**config.mk**
```make
export PLATFORM = sky130hd
export DESIGN_NAME = bresenham_line_stepper_top
export DESIGN_NICKNAME = d
export VERILOG_FILES = /design/src/design/blsp_pkg.sv /design/src/design/blsp_fifo.sv /design/src/design/blsp_front.sv /design/src/design/blsp_back.sv /design/src/design/bresenham_line_stepper_top.sv
export VERILOG_INCLUDE_DIRS = /design/src /design/src/design
export SDC_FILE = /design/constraint.sdc
export NUM_CORES = 1
export LEC_CHECK = 0
export BUFFER_PORTS_ARGS = -buffer_cell sky130_fd_sc_hd__buf_4
export CAP_MARGIN = 25
export CORE_ASPECT_RATIO = 1.25
export CORE_MARGIN = 2
export CORE_UTILIZATION = 65
export DETAILED_ROUTE_END_ITERATION = 7
export MAX_ROUTING_LAYER = met4
export PLACE_DENSITY = 0.91
export SETUP_SLACK_MARGIN = 0.4
export SYNTH_ARGS = -nofsm -noshare
export SYNTH_HDL_FRONTEND = slang
export SYNTH_SLANG_ARGS = --single-unit
```
**constraint.sdc**
```tcl
create_clock -name clk -period 13 [get_ports clk]
set_clock_uncertainty 0.05 [all_clocks]
set_input_delay 2.6 -clock clk [delete_from_list [all_inputs] [get_ports clk]]
set_output_delay 2.6 -clock clk [all_outputs]
set_load 0.05 [all_outputs]
```
**src/design/bresenham_line_stepper_top_assert.svh**
```systemverilog
// Assertion macros shared by the line stepper modules.
`ifndef BRESENHAM_LINE_STEPPER_TOP_ASSERT_SVH
`define BRESENHAM_LINE_STEPPER_TOP_ASSERT_SVH
`ifndef SYNTHESIS
`define BLSP_ASSERT(lbl, prop, msg) \
	lbl: assert property (@(posedge clk) disable iff (!arst_n) prop) else $error(msg);
`define BLSP_NEVER(lbl, cond, msg) \
	lbl: assert property (@(posedge clk) disable iff (!arst_n) !(cond)) else $error(msg);
`else
`define BLSP_ASSERT(lbl, prop, msg)
`define BLSP_NEVER(lbl, cond, msg)
`endif
`endif

```
**src/design/blsp_pkg.sv**
```systemverilog
// Shared types and constants of the Bresenham line stepper.
package blsp_pkg;

	typedef enum logic {
		CMD_START = 1'b0,
		CMD_STEP  = 1'b1
	} cmd_t;

	// Per-word control flags carried from the front end to the walker.
	typedef struct packed {
		logic is_start;
		logic x_neg;
		logic y_neg;
		logic last;
	} flags_t;

	localparam int COLOR_BITS = 8;
	localparam logic [COLOR_BITS-1:0] COLOR_RESET = 8'd1;

	localparam int PADDR_BITS = 3;
	localparam int PDATA_BITS = 32;
	// Register index (byte address divided by four).
	localparam logic [PADDR_BITS-3:0] REG_COLOR_INDEX = 1'b0;

endpackage

```
**src/design/blsp_fifo.sv**
```systemverilog
// Small register-based FIFO used between the stepper stages.
`include "bresenham_line_stepper_top_assert.svh"
module blsp_fifo #(
	parameter int WIDTH = 8,
	parameter int DEPTH = 2
) (
	input  logic             clk,
	input  logic             arst_n,
	input  logic             wr_en,
	input  logic [WIDTH-1:0] wr_data,
	output logic             full,
	input  logic             rd_en,
	output logic [WIDTH-1:0] rd_data,
	output logic             empty
);

	localparam int AW = (DEPTH > 1) ? $clog2(DEPTH) : 1;

	logic [WIDTH-1:0] data_q [DEPTH];
	logic [AW-1:0]    wr_ptr_q;
	logic [AW-1:0]    rd_ptr_q;
	logic [AW:0]      count_q;

	assign full    = (count_q == (AW+1)'(DEPTH));
	assign empty   = (count_q == '0);
	assign rd_data = data_q[rd_ptr_q];

	always_ff @(posedge clk) begin
		if (wr_en) begin
			data_q[wr_ptr_q] <= wr_data;
		end
	end

	always_ff @(posedge clk or negedge arst_n) begin
		if (!arst_n) begin
			wr_ptr_q <= '0;
			rd_ptr_q <= '0;
			count_q  <= '0;
		end else begin
			if (wr_en) begin
				wr_ptr_q <= (wr_ptr_q == AW'(DEPTH - 1)) ? '0 : wr_ptr_q + 1'b1;
			end
			if (rd_en) begin
				rd_ptr_q <= (rd_ptr_q == AW'(DEPTH - 1)) ? '0 : rd_ptr_q + 1'b1;
			end
			if (wr_en && !rd_en) begin
				count_q <= count_q + 1'b1;
			end else if (rd_en && !wr_en) begin
				count_q <= count_q - 1'b1;
			end
		end
	end

	`BLSP_NEVER(fifo_no_overflow, wr_en && full, "fifo written while full")
	`BLSP_NEVER(fifo_no_underflow, rd_en && empty, "fifo read while empty")
	`BLSP_ASSERT(fifo_count_up, (wr_en && !rd_en) |=> (count_q == $past(count_q) + 1'b1), "fifo count did not advance on write")

endmodule

```
**src/design/blsp_front.sv**
```systemverilog
// Front end: accept commands, classify them and precompute line setup.
module blsp_front #(
	parameter int COORD_BITS = 10
) (
	input  logic                  push,
	output logic                  full,
	input  logic                  command,
	input  logic [COORD_BITS-1:0] x_start,
	input  logic [COORD_BITS-1:0] y_start,
	input  logic [COORD_BITS-1:0] x_end,
	input  logic [COORD_BITS-1:0] y_end,
	input  logic                  q_full,
	output logic                  q_push,
	output blsp_pkg::flags_t      q_flags,
	output logic [COORD_BITS-1:0] q_x,
	output logic [COORD_BITS-1:0] q_y,
	output logic [COORD_BITS-1:0] q_tx,
	output logic [COORD_BITS-1:0] q_ty,
	output logic [COORD_BITS-1:0] q_dx,
	output logic [COORD_BITS:0]   q_ndy,
	output logic [COORD_BITS+1:0] q_err
);

	logic                  x_lt;
	logic                  y_lt;
	logic [COORD_BITS-1:0] dy_abs;

	assign full   = q_full;
	assign q_push = push && !q_full;

	always_comb begin
		x_lt   = (x_start < x_end);
		y_lt   = (y_start < y_end);
		q_dx   = x_lt ? (x_end - x_start) : (x_start - x_end);
		dy_abs = y_lt ? (y_end - y_start) : (y_start - y_end);
		q_ndy  = (COORD_BITS+1)'(0) - {1'b0, dy_abs};
		q_err  = {2'b00, q_dx} + {q_ndy[COORD_BITS], q_ndy};

		q_flags.is_start = (command == blsp_pkg::CMD_START);
		q_flags.x_neg    = !x_lt;
		q_flags.y_neg    = !y_lt;
		q_flags.last     = (x_start == x_end) && (y_start == y_end);

		q_x  = x_start;
		q_y  = y_start;
		q_tx = x_end;
		q_ty = y_end;
	end

endmodule

```
**src/design/blsp_back.sv**
```systemverilog
// Back end: hold the line state and walk the error term one pixel per word.
`include "bresenham_line_stepper_top_assert.svh"
module blsp_back #(
	parameter int COORD_BITS = 10
) (
	input  logic                            clk,
	input  logic                            arst_n,
	input  logic [blsp_pkg::COLOR_BITS-1:0] color,
	input  logic                            q_empty,
	output logic                            q_pop,
	input  blsp_pkg::flags_t                q_flags,
	input  logic [COORD_BITS-1:0]           q_x,
	input  logic [COORD_BITS-1:0]           q_y,
	input  logic [COORD_BITS-1:0]           q_tx,
	input  logic [COORD_BITS-1:0]           q_ty,
	input  logic [COORD_BITS-1:0]           q_dx,
	input  logic [COORD_BITS:0]             q_ndy,
	input  logic [COORD_BITS+1:0]           q_err,
	input  logic                            res_full,
	output logic                            res_push,
	output logic [COORD_BITS-1:0]           res_x,
	output logic [COORD_BITS-1:0]           res_y,
	output logic [blsp_pkg::COLOR_BITS-1:0] res_color,
	output logic                            res_valid,
	output logic                            res_last
);

	logic [COORD_BITS-1:0] cur_x_q;
	logic [COORD_BITS-1:0] cur_y_q;
	logic [COORD_BITS-1:0] tgt_x_q;
	logic [COORD_BITS-1:0] tgt_y_q;
	logic [COORD_BITS-1:0] dx_q;
	logic [COORD_BITS:0]   ndy_q;
	logic [COORD_BITS+1:0] err_q;
	logic                  x_neg_q;
	logic                  y_neg_q;
	logic                  active_q;

	logic signed [COORD_BITS+2:0] e2;
	logic signed [COORD_BITS+2:0] ndy_ext;
	logic signed [COORD_BITS+2:0] dx_ext;
	logic signed [COORD_BITS+2:0] err_sum;
	logic                         mv_x;
	logic                         mv_y;
	logic [COORD_BITS-1:0]        x_next;
	logic [COORD_BITS-1:0]        y_next;
	logic                         step_last;

	assign res_push = !q_empty && !res_full;
	assign q_pop    = res_push;

	// One error-term update: compare 2*err against both deltas.
	always_comb begin
		e2      = {err_q, 1'b0};
		ndy_ext = {{2{ndy_q[COORD_BITS]}}, ndy_q};
		dx_ext  = {3'b000, dx_q};
		mv_x    = (e2 >= ndy_ext);
		mv_y    = (e2 <= dx_ext);
		err_sum = {err_q[COORD_BITS+1], err_q}
			+ (mv_x ? ndy_ext : '0)
			+ (mv_y ? dx_ext : '0);
		x_next  = cur_x_q;
		y_next  = cur_y_q;
		if (mv_x) begin
			x_next = x_neg_q ? cur_x_q - 1'b1 : cur_x_q + 1'b1;
		end
		if (mv_y) begin
			y_next = y_neg_q ? cur_y_q - 1'b1 : cur_y_q + 1'b1;
		end
		step_last = (x_next == tgt_x_q) && (y_next == tgt_y_q);
	end

	always_comb begin
		if (q_flags.is_start) begin
			res_x     = q_x;
			res_y     = q_y;
			res_color = color;
			res_valid = 1'b1;
			res_last  = q_flags.last;
		end else if (active_q) begin
			res_x     = x_next;
			res_y     = y_next;
			res_color = color;
			res_valid = 1'b1;
			res_last  = step_last;
		end else begin
			res_x     = '0;
			res_y     = '0;
			res_color = '0;
			res_valid = 1'b0;
			res_last  = 1'b0;
		end
	end

	always_ff @(posedge clk) begin
		if (res_push) begin
			if (q_flags.is_start) begin
				cur_x_q <= q_x;
				cur_y_q <= q_y;
				tgt_x_q <= q_tx;
				tgt_y_q <= q_ty;
				dx_q    <= q_dx;
				ndy_q   <= q_ndy;
				err_q   <= q_err;
				x_neg_q <= q_flags.x_neg;
				y_neg_q <= q_flags.y_neg;
			end else if (active_q) begin
				cur_x_q <= x_next;
				cur_y_q <= y_next;
				err_q   <= err_sum[COORD_BITS+1:0];
			end
		end
	end

	always_ff @(posedge clk or negedge arst_n) begin
		if (!arst_n) begin
			active_q <= 1'b0;
		end else if (res_push) begin
			if (q_flags.is_start) begin
				active_q <= !q_flags.last;
			end else if (active_q && step_last) begin
				active_q <= 1'b0;
			end
		end
	end

	`BLSP_ASSERT(back_last_ends_line, (res_push && res_last) |=> !active_q, "line still active after last pixel")
	`BLSP_ASSERT(back_active_not_at_end, active_q |-> !(cur_x_q == tgt_x_q && cur_y_q == tgt_y_q), "active line already sits at its end point")
	`BLSP_ASSERT(back_step_moves, (res_push && !q_flags.is_start && active_q) |=> !($stable(cur_x_q) && $stable(cur_y_q)), "step left the pixel in place")

endmodule

```
**src/design/bresenham_line_stepper_top.sv**
```systemverilog
// Top level of the Bresenham line stepper: config port, queues and walker.
//
//  channel   | handshake              | payload
//  ----------+------------------------+---------------------------------------------
//  command   | push / full            | command, x_start, y_start, x_end, y_end
//  pixel     | pop / empty            | pixel_x, pixel_y, pixel_color, pixel_valid,
//            |                        | last_pixel
//  config    | psel/penable/pwrite    | paddr, pwdata, prdata, pready (color_index)
//
// One word in, one pixel word out; the walker retires one word per clock while
// a word waits and the pixel queue has room. A pushed word is registered in the
// command queue and then in the pixel queue before it shows on the output.
// Both queues are QUEUE_DEPTH words deep and let either side stall on its own;
// a full pixel queue holds the walker, a full command queue raises full.
// Reset clears the queues, the line-active flag and sets color_index to 1.
module bresenham_line_stepper_top #(
	parameter int COORD_BITS  = 10,
	parameter int QUEUE_DEPTH = 2
) (
	input  logic                            clk,
	input  logic                            arst_n,

	// command channel
	input  logic                            push,
	output logic                            full,
	input  logic                            command,
	input  logic [COORD_BITS-1:0]           x_start,
	input  logic [COORD_BITS-1:0]           y_start,
	input  logic [COORD_BITS-1:0]           x_end,
	input  logic [COORD_BITS-1:0]           y_end,

	// pixel channel
	output logic                            empty,
	input  logic                            pop,
	output logic [COORD_BITS-1:0]           pixel_x,
	output logic [COORD_BITS-1:0]           pixel_y,
	output logic [blsp_pkg::COLOR_BITS-1:0] pixel_color,
	output logic                            pixel_valid,
	output logic                            last_pixel,

	// configuration port
	input  logic                            psel,
	input  logic                            penable,
	input  logic                            pwrite,
	input  logic [blsp_pkg::PADDR_BITS-1:0] paddr,
	input  logic [blsp_pkg::PDATA_BITS-1:0] pwdata,
	output logic [blsp_pkg::PDATA_BITS-1:0] prdata,
	output logic                            pready
);

	localparam int FLAG_BITS = $bits(blsp_pkg::flags_t);
	localparam int CMD_BITS  = FLAG_BITS + 7 * COORD_BITS + 3;
	localparam int RES_BITS  = 2 * COORD_BITS + blsp_pkg::COLOR_BITS + 2;

	// Configuration register: written on the access phase, read back any time.
	logic [blsp_pkg::COLOR_BITS-1:0] color_q;
	logic                            color_sel;

	assign pready    = 1'b1;
	assign color_sel = (paddr[blsp_pkg::PADDR_BITS-1:2] == blsp_pkg::REG_COLOR_INDEX);
	assign prdata    = color_sel
		? {{(blsp_pkg::PDATA_BITS - blsp_pkg::COLOR_BITS){1'b0}}, color_q} : '0;

	always_ff @(posedge clk or negedge arst_n) begin
		if (!arst_n) begin
			color_q <= blsp_pkg::COLOR_RESET;
		end else if (psel && penable && pwrite && pready && color_sel) begin
			color_q <= pwdata[blsp_pkg::COLOR_BITS-1:0];
		end
	end

	// Front end: classify the word and precompute the setup of a start.
	blsp_pkg::flags_t      f_flags;
	logic                  f_push;
	logic [COORD_BITS-1:0] f_x;
	logic [COORD_BITS-1:0] f_y;
	logic [COORD_BITS-1:0] f_tx;
	logic [COORD_BITS-1:0] f_ty;
	logic [COORD_BITS-1:0] f_dx;
	logic [COORD_BITS:0]   f_ndy;
	logic [COORD_BITS+1:0] f_err;
	logic                  cmd_full;

	blsp_front #(
		.COORD_BITS (COORD_BITS)
	) u_front (
		.push    (push),
		.full    (full),
		.command (command),
		.x_start (x_start),
		.y_start (y_start),
		.x_end   (x_end),
		.y_end   (y_end),
		.q_full  (cmd_full),
		.q_push  (f_push),
		.q_flags (f_flags),
		.q_x     (f_x),
		.q_y     (f_y),
		.q_tx    (f_tx),
		.q_ty    (f_ty),
		.q_dx    (f_dx),
		.q_ndy   (f_ndy),
		.q_err   (f_err)
	);

	// Command queue between front end and walker.
	logic [CMD_BITS-1:0]   cmd_wr;
	logic [CMD_BITS-1:0]   cmd_rd;
	logic                  cmd_empty;
	logic                  cmd_pop;
	blsp_pkg::flags_t      b_flags;
	logic [COORD_BITS-1:0] b_x;
	logic [COORD_BITS-1:0] b_y;
	logic [COORD_BITS-1:0] b_tx;
	logic [COORD_BITS-1:0] b_ty;
	logic [COORD_BITS-1:0] b_dx;
	logic [COORD_BITS:0]   b_ndy;
	logic [COORD_BITS+1:0] b_err;

	assign cmd_wr = {f_flags, f_x, f_y, f_tx, f_ty, f_dx, f_ndy, f_err};
	assign {b_flags, b_x, b_y, b_tx, b_ty, b_dx, b_ndy, b_err} = cmd_rd;

	blsp_fifo #(
		.WIDTH (CMD_BITS),
		.DEPTH (QUEUE_DEPTH)
	) u_cmd_q (
		.clk     (clk),
		.arst_n  (arst_n),
		.wr_en   (f_push),
		.wr_data (cmd_wr),
		.full    (cmd_full),
		.rd_en   (cmd_pop),
		.rd_data (cmd_rd),
		.empty   (cmd_empty)
	);

	// Walker: advance the line state and produce one pixel word per command.
	logic                            res_full;
	logic                            res_push;
	logic [COORD_BITS-1:0]           r_x;
	logic [COORD_BITS-1:0]           r_y;
	logic [blsp_pkg::COLOR_BITS-1:0] r_color;
	logic                            r_valid;
	logic                            r_last;

	blsp_back #(
		.COORD_BITS (COORD_BITS)
	) u_back (
		.clk       (clk),
		.arst_n    (arst_n),
		.color     (color_q),
		.q_empty   (cmd_empty),
		.q_pop     (cmd_pop),
		.q_flags   (b_flags),
		.q_x       (b_x),
		.q_y       (b_y),
		.q_tx      (b_tx),
		.q_ty      (b_ty),
		.q_dx      (b_dx),
		.q_ndy     (b_ndy),
		.q_err     (b_err),
		.res_full  (res_full),
		.res_push  (res_push),
		.res_x     (r_x),
		.res_y     (r_y),
		.res_color (r_color),
		.res_valid (r_valid),
		.res_last  (r_last)
	);

	// Pixel queue: hold finished words until the consumer pops them.
	logic [RES_BITS-1:0] res_wr;
	logic [RES_BITS-1:0] res_rd;

	assign res_wr = {r_valid, r_last, r_color, r_y, r_x};
	assign {pixel_valid, last_pixel, pixel_color, pixel_y, pixel_x} = res_rd;

	blsp_fifo #(
		.WIDTH (RES_BITS),
		.DEPTH (QUEUE_DEPTH)
	) u_res_q (
		.clk     (clk),
		.arst_n  (arst_n),
		.wr_en   (res_push),
		.wr_data (res_wr),
		.full    (res_full),
		.rd_en   (pop && !empty),
		.rd_data (res_rd),
		.empty   (empty)
	);

endmodule
```
Word-level counts from Yosys, hierarchy flattened

Memory sizes are Yosys's and may differ from the RTL's.
Index checks and enable logic that the tools add are counted.

Bits in registers: 92
Bits in writable memories: 214
Memories kept: 2

Memory list:

| name           | depth | width | rd ports | clocked after Yosys merged registers in | write ports | line            | source |
|---|---|---|---|---|---|---|---|
| u_cmd_q.data_q | 2     | 77    | 1        | 0                                       | 1           | blsp_fifo.sv:19 | `logic [WIDTH-1:0] data_q [DEPTH];` |
| u_res_q.data_q | 2     | 30    | 1        | 0                                       | 1           | blsp_fifo.sv:19 |  |

Add/sub/neg operators: 20
Magnitude comparators: 4
Equality and inequality tests: 6
Mux-type cells: 39
Bitwise logic cells: 2
Reductions and logical operators: 32

Operators with widths:

| cell                    | count |
|---|---|
| $mux W10                | 15 |
| $eq A10 B10 Y1          | 4 |
| $sub A10 B10 Y10        | 4 |
| $mux W12                | 3 |
| $add A12 B12 Y12        | 2 |
| $mux W8                 | 3 |
| $add A10 B1 Y10 const B | 2 |
| $lt A10 B10 Y1          | 2 |
| $sub A10 B1 Y10 const B | 2 |
| $mux W1                 | 14 |
| $ge A13 B11 Y1          | 1 |
| $le A13 B11 Y1          | 1 |
| $logic_and A1 B1 Y1     | 13 |
| $add A11 B11 Y12        | 1 |
| $sub A1 B10 Y11 const A | 1 |
| $logic_not A1 Y1        | 10 |
| $mux W2                 | 4 |
| $reduce_bool A2 Y1      | 4 |
| $reduce_and A2 Y1       | 3 |
| $add A1 B1 Y1 const B   | 4 |
| $add A2 B1 Y2 const B   | 2 |
| $eq A2 B2 Y1 const B    | 2 |
| $logic_not A2 Y1        | 2 |
| $sub A2 B1 Y2 const B   | 2 |
| $not A1 Y1              | 2 |

Longest topological paths before layout

Gate-level depths: netlist (run 1).

Word-level depth: 8
Gate-level depth with buffers: 23
Gate-level depth less buffers: 21

By module

Synthesis (run 1) repeated with hierarchy kept, for this count alone.

Cell total of the unflattened synthesis: 1348
Area, all modules: 17033.8 um^2

Modules (own cells, without submodules):

| module                     | times used | cells an instance | area each (um^2) | sequential area each (um^2) |
|---|---|---|---|---|
| blsp_fifo at u_cmd_q       | 1          | 256               | 5823.1           | 4724.5 |
| blsp_back                  | 1          | 582               | 5758.0           | 2277.2 |
| blsp_front                 | 1          | 348               | 2506.2           | 0.0 |
| blsp_fifo at u_res_q       | 1          | 109               | 2359.8           | 1901.8 |
| bresenham_line_stepper_top | 1          | 53                | 586.8            | 201.4 |

Least setup slack after synthesis (run 1)

OpenSTA, ideal clock, no wires.

Path kind: input port to flip-flop
From: input port y_start[0]
To: memory u_cmd_q.data_q[0][10] (netlist bit) (data pin)
Arrival time: 6.174 ns
Required time: 12.683 ns
Path slack: 6.508 ns
Stages: 21
Path buffers: 1
Cell sequence: inv_1 > ha_1 > inv_1 > fa_1 > nand3_1 > a21oi_2 > o41ai_2 > buf_6 > mux2i_1 > xor2_1 > and3_1 > xor2_1 > ha_1 > o21ai_0 > a21boi_0 > o21ai_0 > nand2b_1 > a21o_1 > a21o_1 > a31oi_1 > xor2_1

Longest elaborated chain between the ends: 4
Elaborated cells on any way between the ends: 6
Classes of those cells: 4 x add/sub; 1 x order compare; 1 x mux

Ends and longest elaborated chain:

| item                                               | line                               | source |
|---|---|---|
| start, declared                                    | bresenham_line_stepper_top.sv:28   | `input logic [COORD_BITS-1:0] y_start,` |
| $sub A10 B10 Y10 or $lt A10 B10 Y1 (tied branches) | blsp_front.sv:35, blsp_front.sv:33 |  |
| $mux W10 *                                         | blsp_front.sv:35                   | `dy_abs = y_lt ? (y_end - y_start) : (y_start - y_end);` |
| $sub A1 B10 Y11 *                                  | blsp_front.sv:36                   | `q_ndy = (COORD_BITS+1)'(0) - {1'b0, dy_abs};` |
| net f_ndy[3]                                       | bresenham_line_stepper_top.sv:80   | `logic [COORD_BITS:0] f_ndy;` |
| $add A11 B11 Y12 *                                 | blsp_front.sv:37                   | `q_err = {2'b00, q_dx} + {q_ndy[COORD_BITS], q_ndy};` |
| net f_err[10]                                      | bresenham_line_stepper_top.sv:81   | `logic [COORD_BITS+1:0] f_err;` |
| end, declared                                      | blsp_fifo.sv:19                    |  |

The timed path passes the listed nets; every way through them passes the cells marked *.

Worst setup path in the final report (run 1)

From: input port y_start[0]
To: memory u_cmd_q.data_q[1][9] (netlist bit) (data pin)

Same word-level chain as after synthesis.

==> flow_summary.toml, run 1 <==
[status]
status = "finished clean"

[yosys]
ys_types = 74
synth_edf_count = 289
mappedNetlistArea_sq_um = 16600
synth_top_area_frac = 0.523
yosys-top-cells-area = "edfxtp_1 (52%), ha_1 (7.5%), mux2_2 (6.0%)"
synth_area_leader_cell = "edfxtp_1"
ys_seq_area_frac = 0.549
syn_area_per_cell_sq_um = 12.6
syn_inst = 1319
synthArstFlopShare = 0.0556
synth_flop_cell = "edfxtp_1"
yosys_warnings = 0
ys_ff_latch = 306

[routing]
via_count = 10700
drt-total-wl_um = 36700
routedWlPerCell_um = 20.6
ant_nets = 0
via_per_inst = 6.01
drtPass1Iterations = 7
drt_iter0_markers = 940
route.detailed.drc = 0

[sta]
max_clock_freq_mhz = 143
worstMarginPinSlew_ns = 0.877
whs_ns = 0.429
min_period_ns = 7.02
max_slew_margin = 0.412
rsz0062_at_grt = "no"
tns_ns = 0
post-route-period-util = 0.540
drv_slew = 0
setup_violations = 0
hold_violations = 0

[die]
rows = 65
dieArea_sq_um = 26800
die_h_um = 183
start_util = 0.660
io_pins = 148
fp.coreArea_sq_um = 25100
die_w_um = 147

[final_layout]
multi_input_area_sq_um = 6820
nNetsFinal = 1628
diodes = 0
fillers = 1579
drive_above_1_share = 0.186
area_delta_synth_final_pct = 12.3
fin_cells = 1783
ff_latch_area_sq_um = 9110
final_common_cell = "edfxtp_1"
fin_util = 0.741
mostFrequentLayoutCells = "edfxtp_1 (289), inv_1 (124), buf_4 (108)"

[cts]
cts_made_buffers = 29
clk-insertion-delay-late_ns = 0.55
h-tree-depth = 1
hold_buffers = 0
cts_tree = "yes"
clockBufferDepth = 3
clkSinkCount = 306
cts_resized = 0
post_cts.repair.setup_buffers = 0
cts_root_buf = "clkbuf_16"
clk_pin_slew_worst_paths_ns = 0.06

[grt]
antenna_found_initial = 0
grt_max_degree = 78
grt_pass1_vias = 10600
grt_overflow = 0
grt_pass1_wl_um = 57500
grt_usage = 0.285

[worst_setup_path]
worst_ep_arrival_time_ns = 7.23
cp_num_buf_inv = 5
crit_path_max_incr_delay_ns = 0.55
r2r-end = "u_back.err_q[10]"
crit_path_end_kind = "flip-flop"
cp_common_cell = "inv_1"
critPathKind = "input port to flip-flop"
crit_fanout = 10
cpMaxStageDelayCell = "nor3_1"
path_cells = "buf_4, inv_1, ha_1, inv_1, fa_1, nand3_1, a21oi_2, o41ai_2, buf_4, mux2i_1, xor2_1, and3_1, xor2_1, ha_1, inv_1, o21ai_0, a21oi_1, o21bai_1, a21oi_1, o211ai_1, nor3_1"
startpoint = "y_start[0]"
startpoint_type = "input port"
rr_startpoint = "u_back.err_q[1]"
crit_cells = 21
critPathTopFamily = "compound AO/OA/AOI/OAI gates"
crit_required_ns = 13.21
rrSetupSlack_ns = 7.36
r2r_cells = 18
endpoint = "u_cmd_q.data_q[1][9]"

[placement]
hpwl_um = 26400
dp.cells = 1730
portBuffers = 96
gp_congestion = 0.915

[worst_hold_path]
hold_depth = 1
hold_class = "flip-flop to flip-flop"

[flow_run]
cap_violations = 0
-- worst register-to-register path, cell delays in order, from the launching register on --
cell and delay [ns]:
edfxtp_1 0.47, ha_1 0.36, a21oi_1 0.18, o21ai_0 0.17, a221oi_2 0.64, or2_2 0.58
nand2_1 0.17, fa_1 0.60, inv_1 0.07, ha_1 0.29, a21o_1 0.18, a21oi_1 0.22
o21bai_1 0.13, a21oi_1 0.32, o21bai_1 0.18, a211o_1 0.34, a31oi_1 0.20, xor2_1 0.16
mux2i_1 0.08
-- sequential cells by signal (all words and copies together), names as in the netlist, 2 cells and up --
name,count
u_cmd_q.data_q,154
u_cmd_q.count_q,2
u_back.dx_q,10
u_back.tgt_x_q,10
u_back.err_q,12
color_q,8
u_back.tgt_y_q,10
u_back.cur_x_q,10
u_res_q.data_q,60
u_back.cur_y_q,10
u_res_q.count_q,2
u_back.ndy_q,11
-- per-stage QoR --
step	area, sq um	worst slack, ns
4_1_cts	18600	6.19
3_3_place_gp	17600	5.78
3_5_place_dp	17600	5.63
5_1_grt	18600	5.85
2_1_floorplan	16700	6.51
6_report	18600	5.98
-- routing by layer --
metal	GRT usage	share of wire
met1	0.345	0.38
met2	0.502	0.52
met3	0.0308	0.061
met4	0.0998	0.036
met5	-	0
-- cell type report --
cell class / instances / share of cell area
Tap cell: 335 / 0.0225
Inverter: 124 / 0.0250
Timing Repair Buffer: 110 / 0.0465
Sequential cell: 306 / 0.489
Clock inverter: 17 / 0.0106
Clock buffer: 34 / 0.0405
Multi-Input combinational cell: 857 / 0.366
-- cell families after synthesis --
logic type                 after synthesis  share of synthesized area
DFF                                    306                      0.549
and+or+nand+nor                        272                     0.0834
AOI/OAI and AO/OA                      228                     0.0917
buffers and inverters                  179                     0.0471
muxes                                  126                     0.0830
adders and majority gates              117                     0.0964
xor gates and xnor gates                89                     0.0491
other                                    2                   0.000453
-- cells in the mapped netlist, drive strengths merged, types with 8 or more instances --
library cell  count
fa               18
a31oi            17
mux2i            37
xor2             38
edfxtp          289
a211oi           29
nor3             13
inv             124
nor2b            37
nand2b            8
ha               99
o21ai            53
mux2             89
a21oi            51
o211ai            8
nand3            18
nand2            80
a221oi            8
nor4             10
a21o             16
o21bai           11
nor2             48
buf              39
dfrtp            16
and2             31
xnor2            49
clkbuf           16
-- worst min-delay path by stage --
| stage | startpoint | end | slack, ns |
|---|---|---|---|
| floorplan | u_res_q.wr_ptr_q | u_res_q.wr_ptr_q | 0.41 |
| global placement | u_res_q.rd_ptr_q | u_res_q.rd_ptr_q | 0.41 |
| detailed placement | u_res_q.rd_ptr_q | u_res_q.rd_ptr_q | 0.42 |
| CTS | u_res_q.rd_ptr_q | u_res_q.rd_ptr_q | 0.43 |
| global route | u_res_q.rd_ptr_q | u_res_q.rd_ptr_q | 0.44 |
| finish | u_res_q.rd_ptr_q | u_res_q.rd_ptr_q | 0.43 |
Power of run 1 is not shown: default switching activity piles up to over one toggle a cycle in this logic, so the estimate is an artifact.
==> inputs of run 2 (changes only) <==
Settings changed: CORE_UTILIZATION 65 to 55, PLACE_DENSITY 0.91 to 0.82.
Clock period 13 ns to 5.7 ns, I/O delays scaled along.
==> run 2 against run 1 <==
  * Cell count rose by 4.1%
  * Critical path depth rose by 1
  * First-iteration DRC count fell by 20%
==> flow_summary.toml, run 2 (synthesized netlist as in run 1, its figures left out) <==
[cts]
hold_buffers = 0
clockBufferDepth = 3
clk_pin_slew_worst_paths_ns = 0.06
cts_tree = "yes"
clkSinkCount = 306
clk-insertion-delay-late_ns = 0.54
post_cts.repair.setup_buffers = 0
cts_made_buffers = 29
h-tree-depth = 1
cts_root_buf = "clkbuf_16"

[sta]
drv_slew = 0
max_slew_margin = 0.344
worstMarginPinSlew_ns = 0.978
post-route-period-util = 0.898
tns_ns = 0
rsz0062_at_grt = "yes"
min_period_ns = 5.12
max_clock_freq_mhz = 195
setup_violations = 0
hold_violations = 0

[worst_setup_path]
critPathKind = "input port to flip-flop"
cpMaxStageDelayCell = "fa_1"
rr_startpoint = "u_back.err_q[11]"
worst_ep_arrival_time_ns = 5.35
r2r_cells = 19
startpoint_type = "input port"
crit_path_end_kind = "flip-flop"
startpoint = "y_start[0]"
r2r-end = "u_back.err_q[10]"
crit_path_max_incr_delay_ns = 0.39
endpoint = "u_cmd_q.data_q[1][10]"
crit_required_ns = 5.93
path_cells = "buf_4, inv_1, ha_1, inv_1, fa_1, nand3_1, a21oi_2, o41ai_2, buf_4, mux2i_1, xor2_1, xor2_1, ha_1, nor2b_1, o21ai_0, a21boi_0, o21ai_0, nand2b_1, a21o_1, a21o_1, a31oi_1, xor2_1"
rrSetupSlack_ns = 0.62
crit_fanout = 4
cp_common_cell = "xor2_1"

[routing]
drt-total-wl_um = 35600
via_count = 10600
drt_iter0_markers = 754
drtPass1Iterations = 5
ant_nets = 0
route.detailed.drc = 0
via_per_inst = 5.70
routedWlPerCell_um = 19.2

[final_layout]
top_register = "u_cmd_q.data_q"
diodes = 0
largest_reg_flops = 154
area_delta_synth_final_pct = 13.1
drive_above_1_share = 0.190
fillers = 2249
reg_top3 = "u_cmd_q.data_q (154), u_res_q.data_q (60), u_back.err_q (12)"
final_common_cell = "edfxtp_1"
mostFrequentLayoutCells = "edfxtp_1 (289), inv_1 (124), buf_4 (117)"
nNetsFinal = 1635

[grt]
grt_usage = 0.230
grt_pass1_vias = 10500
grt_pass1_wl_um = 55500
antenna_found_initial = 1
grt_max_degree = 62
grt_overflow = 0

[die]
io_pins = 148
dieArea_sq_um = 31600
fp.coreArea_sq_um = 29900
start_util = 0.554
die_h_um = 198
die_w_um = 159
rows = 71

[worst_hold_path]
hold_class = "input port to asynchronous set/reset pin"

[flow_run]
cap_violations = 0

[status]
status = "finished clean"

[placement]
portBuffers = 96
hpwl_um = 26000
gp_congestion = 0.928
[run 2: final cells by class]
type                       count  area (sq um)  area share
clock buffer                  36           752      0.0401
clock inverter                15           215      0.0115
inverter                     124           465      0.0248
multi-input combinational    857          6840       0.365
sequential                   306          9110       0.485
tap                          401           502      0.0267
timing repair buffer         117           878      0.0468
[run 2: per-stage QoR]
stage	cells	utilization	hold WS (ns)	worst slack, ns	area [sq um]
after detailed placement	1805	0.594	0.447	0.0962	17800
final	1856	0.627	0.412	0.583	18800
after global routing	1856	0.627	0.416	0.357	18800
after floorplan	1342	-	0.410	0.668	16700
after global placement	1805	0.594	0.432	0.164	17800
after CTS	1856	0.626	0.399	0.452	18700
[run 2: what timing repair did]
| item | CTS | global route |
|---|---|---|
| hold endpoints to repair | 0 | 0 |
| endpoints found under the setup margin | 0 | 6 |
| gates resized for setup | 0 | 4 |
[run 2: routing by layer]
layer  up-vias  GRT usage  wire length (um)
met4         0     0.0848              1280
met2       375      0.386             17600
met5         -          -                 0
met3        71     0.0285              2350
met1      5144      0.288             14400
li1       4985          -                 -
[run 2: how the worst min path moves through the flow]
| stage | start | end | cells past startpoint |
|---|---|---|---|
| 2_1_floorplan | u_res_q.wr_ptr_q | u_res_q.wr_ptr_q | 1 |
| 3_3_place_gp | u_cmd_q.count_q[1] | u_cmd_q.count_q[1] | 1 |
| 3_5_place_dp | u_cmd_q.count_q[1] | u_cmd_q.count_q[1] | 1 |
| 4_1_cts | arst_n | u_res_q.wr_ptr_q | 1 |
| 5_1_grt | arst_n | color_q[5] | 1 |
| 6_report | arst_n | color_q[5] | 1 |
[run 2: worst max-delay path, delay by kind of cell]
| family | cells | cell delay (ns) |
|---|---|---|
| buffers and inverters | 4 | 0.42 |
| XOR/XNOR | 3 | 0.73 |
| AO/OA/AOI/OAI | 8 | 1.57 |
| AND/OR/NAND/NOR | 3 | 0.42 |
| adder cells (fa/ha/maj) | 3 | 0.86 |
| multiplexers | 1 | 0.22 |
Power of run 2 is left out for the same reason.
==> inputs of run 3 (changes only) <==
Settings changed: MAX_ROUTING_LAYER met4 to default.
==> run 3 against run 2 <==
  * Critical path depth fell by 1
  * Non-clock buffer count unchanged
  * Via count is 0.85% lower
  * Sequential share of layout area fell by 0.24 points
  * Die area unchanged
  * Register-to-register slack about the same
  * Count of clock-buffer cells in the layout decreased by 1
  * Maximum frequency increased by 0.94%
  * Worst hold slack got worse by 0.026 ns
  * Sequential cell count did not move
  * Critical endpoint is now u_back.err_q[11]
  * Highest routed layer unchanged
==> flow_summary.toml, run 3 (synthesized netlist as in run 1, its figures left out) <==
[final_layout]
largest_reg_flops = 154
drive_above_1_share = 0.198
mostFrequentLayoutCells = "edfxtp_1 (289), inv_1 (124), buf_4 (115)"
final_common_cell = "edfxtp_1"
reg_top3 = "u_cmd_q.data_q (154), u_res_q.data_q (60), u_back.err_q (12)"
area_delta_synth_final_pct = 13.7
diodes = 0
top_register = "u_cmd_q.data_q"
nNetsFinal = 1636

[worst_setup_path]
startpoint_type = "flip-flop"
rr_startpoint = "u_back.err_q[11]"
rrSetupSlack_ns = 0.63
cp_num_buf_inv = 4
startpoint = "u_back.err_q[11]"
cpMaxStageDelayCell = "edfxtp_1"
critPathTopFamily = "compound AO/OA/AOI/OAI gates"
r2r_cells = 21
crit_path_max_incr_delay_ns = 0.50
crit_required_ns = 5.94
crit_path_end_kind = "flip-flop"
crit_fanout = 6
r2r-end = "u_back.err_q[11]"
critPathKind = "flip-flop to flip-flop"
worst_ep_arrival_time_ns = 5.31
crit_cells = 21
endpoint = "u_back.err_q[11]"
path_cells = "ha_1, and4_1, buf_4, and2_1, a211oi_2, a31oi_2, nand2_1, fa_1, inv_1, ha_1, inv_1, fa_1, inv_1, a21oi_1, o21bai_1, a21oi_1, o21bai_1, a31oi_1, o21ai_0, xnor2_1, a21oi_1"

[routing]
via_count = 10500
drtPass1Iterations = 5
route.detailed.drc = 0
drt-total-wl_um = 35400
via_per_inst = 5.63
routedWlPerCell_um = 19.0
drt_iter0_markers = 824
ant_nets = 0

[status]
status = "finished clean"

[flow_run]
cap_violations = 0

[sta]
max_slew_margin = 0.320
post-route-period-util = 0.889
setup_violations = 0
max_clock_freq_mhz = 197
rsz0062_at_grt = "no"
hold_violations = 0
tns_ns = 0
drv_slew = 0
min_period_ns = 5.07
worstMarginPinSlew_ns = 1.01

[cts]
post_cts.repair.setup_buffers = 0
cts_root_buf = "clkbuf_16"
h-tree-depth = 1
clockBufferDepth = 3
cts_made_buffers = 30
clkSinkCount = 306
cts_tree = "yes"
hold_buffers = 0
clk-insertion-delay-late_ns = 0.56
cts_resized = 0
clk_pin_slew_worst_paths_ns = 0.07

[grt]
grt_pass1_vias = 10500
grt_pass1_wl_um = 55600
grt_max_degree = 78
grt_usage = 0.223
grt_overflow = 0
antenna_found_initial = 0

[die]
rows = 71
io_pins = 148
dieArea_sq_um = 31600
die_h_um = 198
fp.coreArea_sq_um = 29900
die_w_um = 159
start_util = 0.554

[placement]
hpwl_um = 25900
portBuffers = 96
gp_congestion = 0.913

[worst_hold_path]
hold_class = "input port to asynchronous set/reset pin"
run 3: changes by cell type in the layout (fill, tap and decap cells not counted), sizes merged:
cell and change:
bufinv -2, clkbuf -1, clkinv +7, inv +1
run 3: layout make-up:
class / instances / area [sq um]
fillers: 2207 / 11100
well taps: 401 / 502
inverters: 124 / 465
repair buffers: 117 / 918
multi-input cells: 857 / 6880
flip-flops and latches: 306 / 9110
clock inverters: 21 / 194
clock buffers: 35 / 791
run 3: worst min path at each step:
stage                       start            endpoint  slack [ns]
5_1_grt                    arst_n  u_res_q.count_q[0]        0.39
6_report                   arst_n  u_res_q.count_q[1]        0.39
3_3_place_gp   u_cmd_q.count_q[1]  u_cmd_q.count_q[1]        0.43
2_1_floorplan    u_res_q.wr_ptr_q    u_res_q.wr_ptr_q        0.41
3_5_place_dp     u_res_q.wr_ptr_q    u_res_q.wr_ptr_q        0.46
4_1_cts                    arst_n  u_res_q.count_q[1]        0.38
run 3: worst register-to-register path, stage by stage, from the launching register on:
cell	delay [ns]
edfxtp_1	0.50
ha_1	0.45
and4_1	0.22
buf_4	0.15
and2_1	0.17
a211oi_2	0.40
a31oi_2	0.23
nand2_1	0.14
fa_1	0.42
inv_1	0.07
ha_1	0.17
inv_1	0.06
fa_1	0.40
inv_1	0.08
a21oi_1	0.07
o21bai_1	0.19
a21oi_1	0.12
o21bai_1	0.27
a31oi_1	0.17
o21ai_0	0.22
xnor2_1	0.16
a21oi_1	0.10
run 3: metal layers:
layer	vias to the layer above	routed length [um]	track usage
li1	4990	-	-
met4	0	1550	0.0997
met3	82	1900	0.0279
met5	-	0	0
met1	5070	14700	0.288
met2	343	17200	0.379
run 3: metrics by stage:
stage | area [sq um] | cells | utilization | setup slack [ns] | hold WS, ns
finish | 18900 | 1861 | 0.630 | 0.630 | 0.386
global route | 18900 | 1861 | 0.630 | 0.387 | 0.395
CTS | 18700 | 1859 | 0.626 | 0.474 | 0.377
detailed placement | 17800 | 1803 | 0.593 | 0.118 | 0.457
global placement | 17800 | 1803 | 0.593 | 0.171 | 0.433
floorplan | 16700 | 1342 | - | 0.668 | 0.410
Power of run 3 is left out for the same reason.
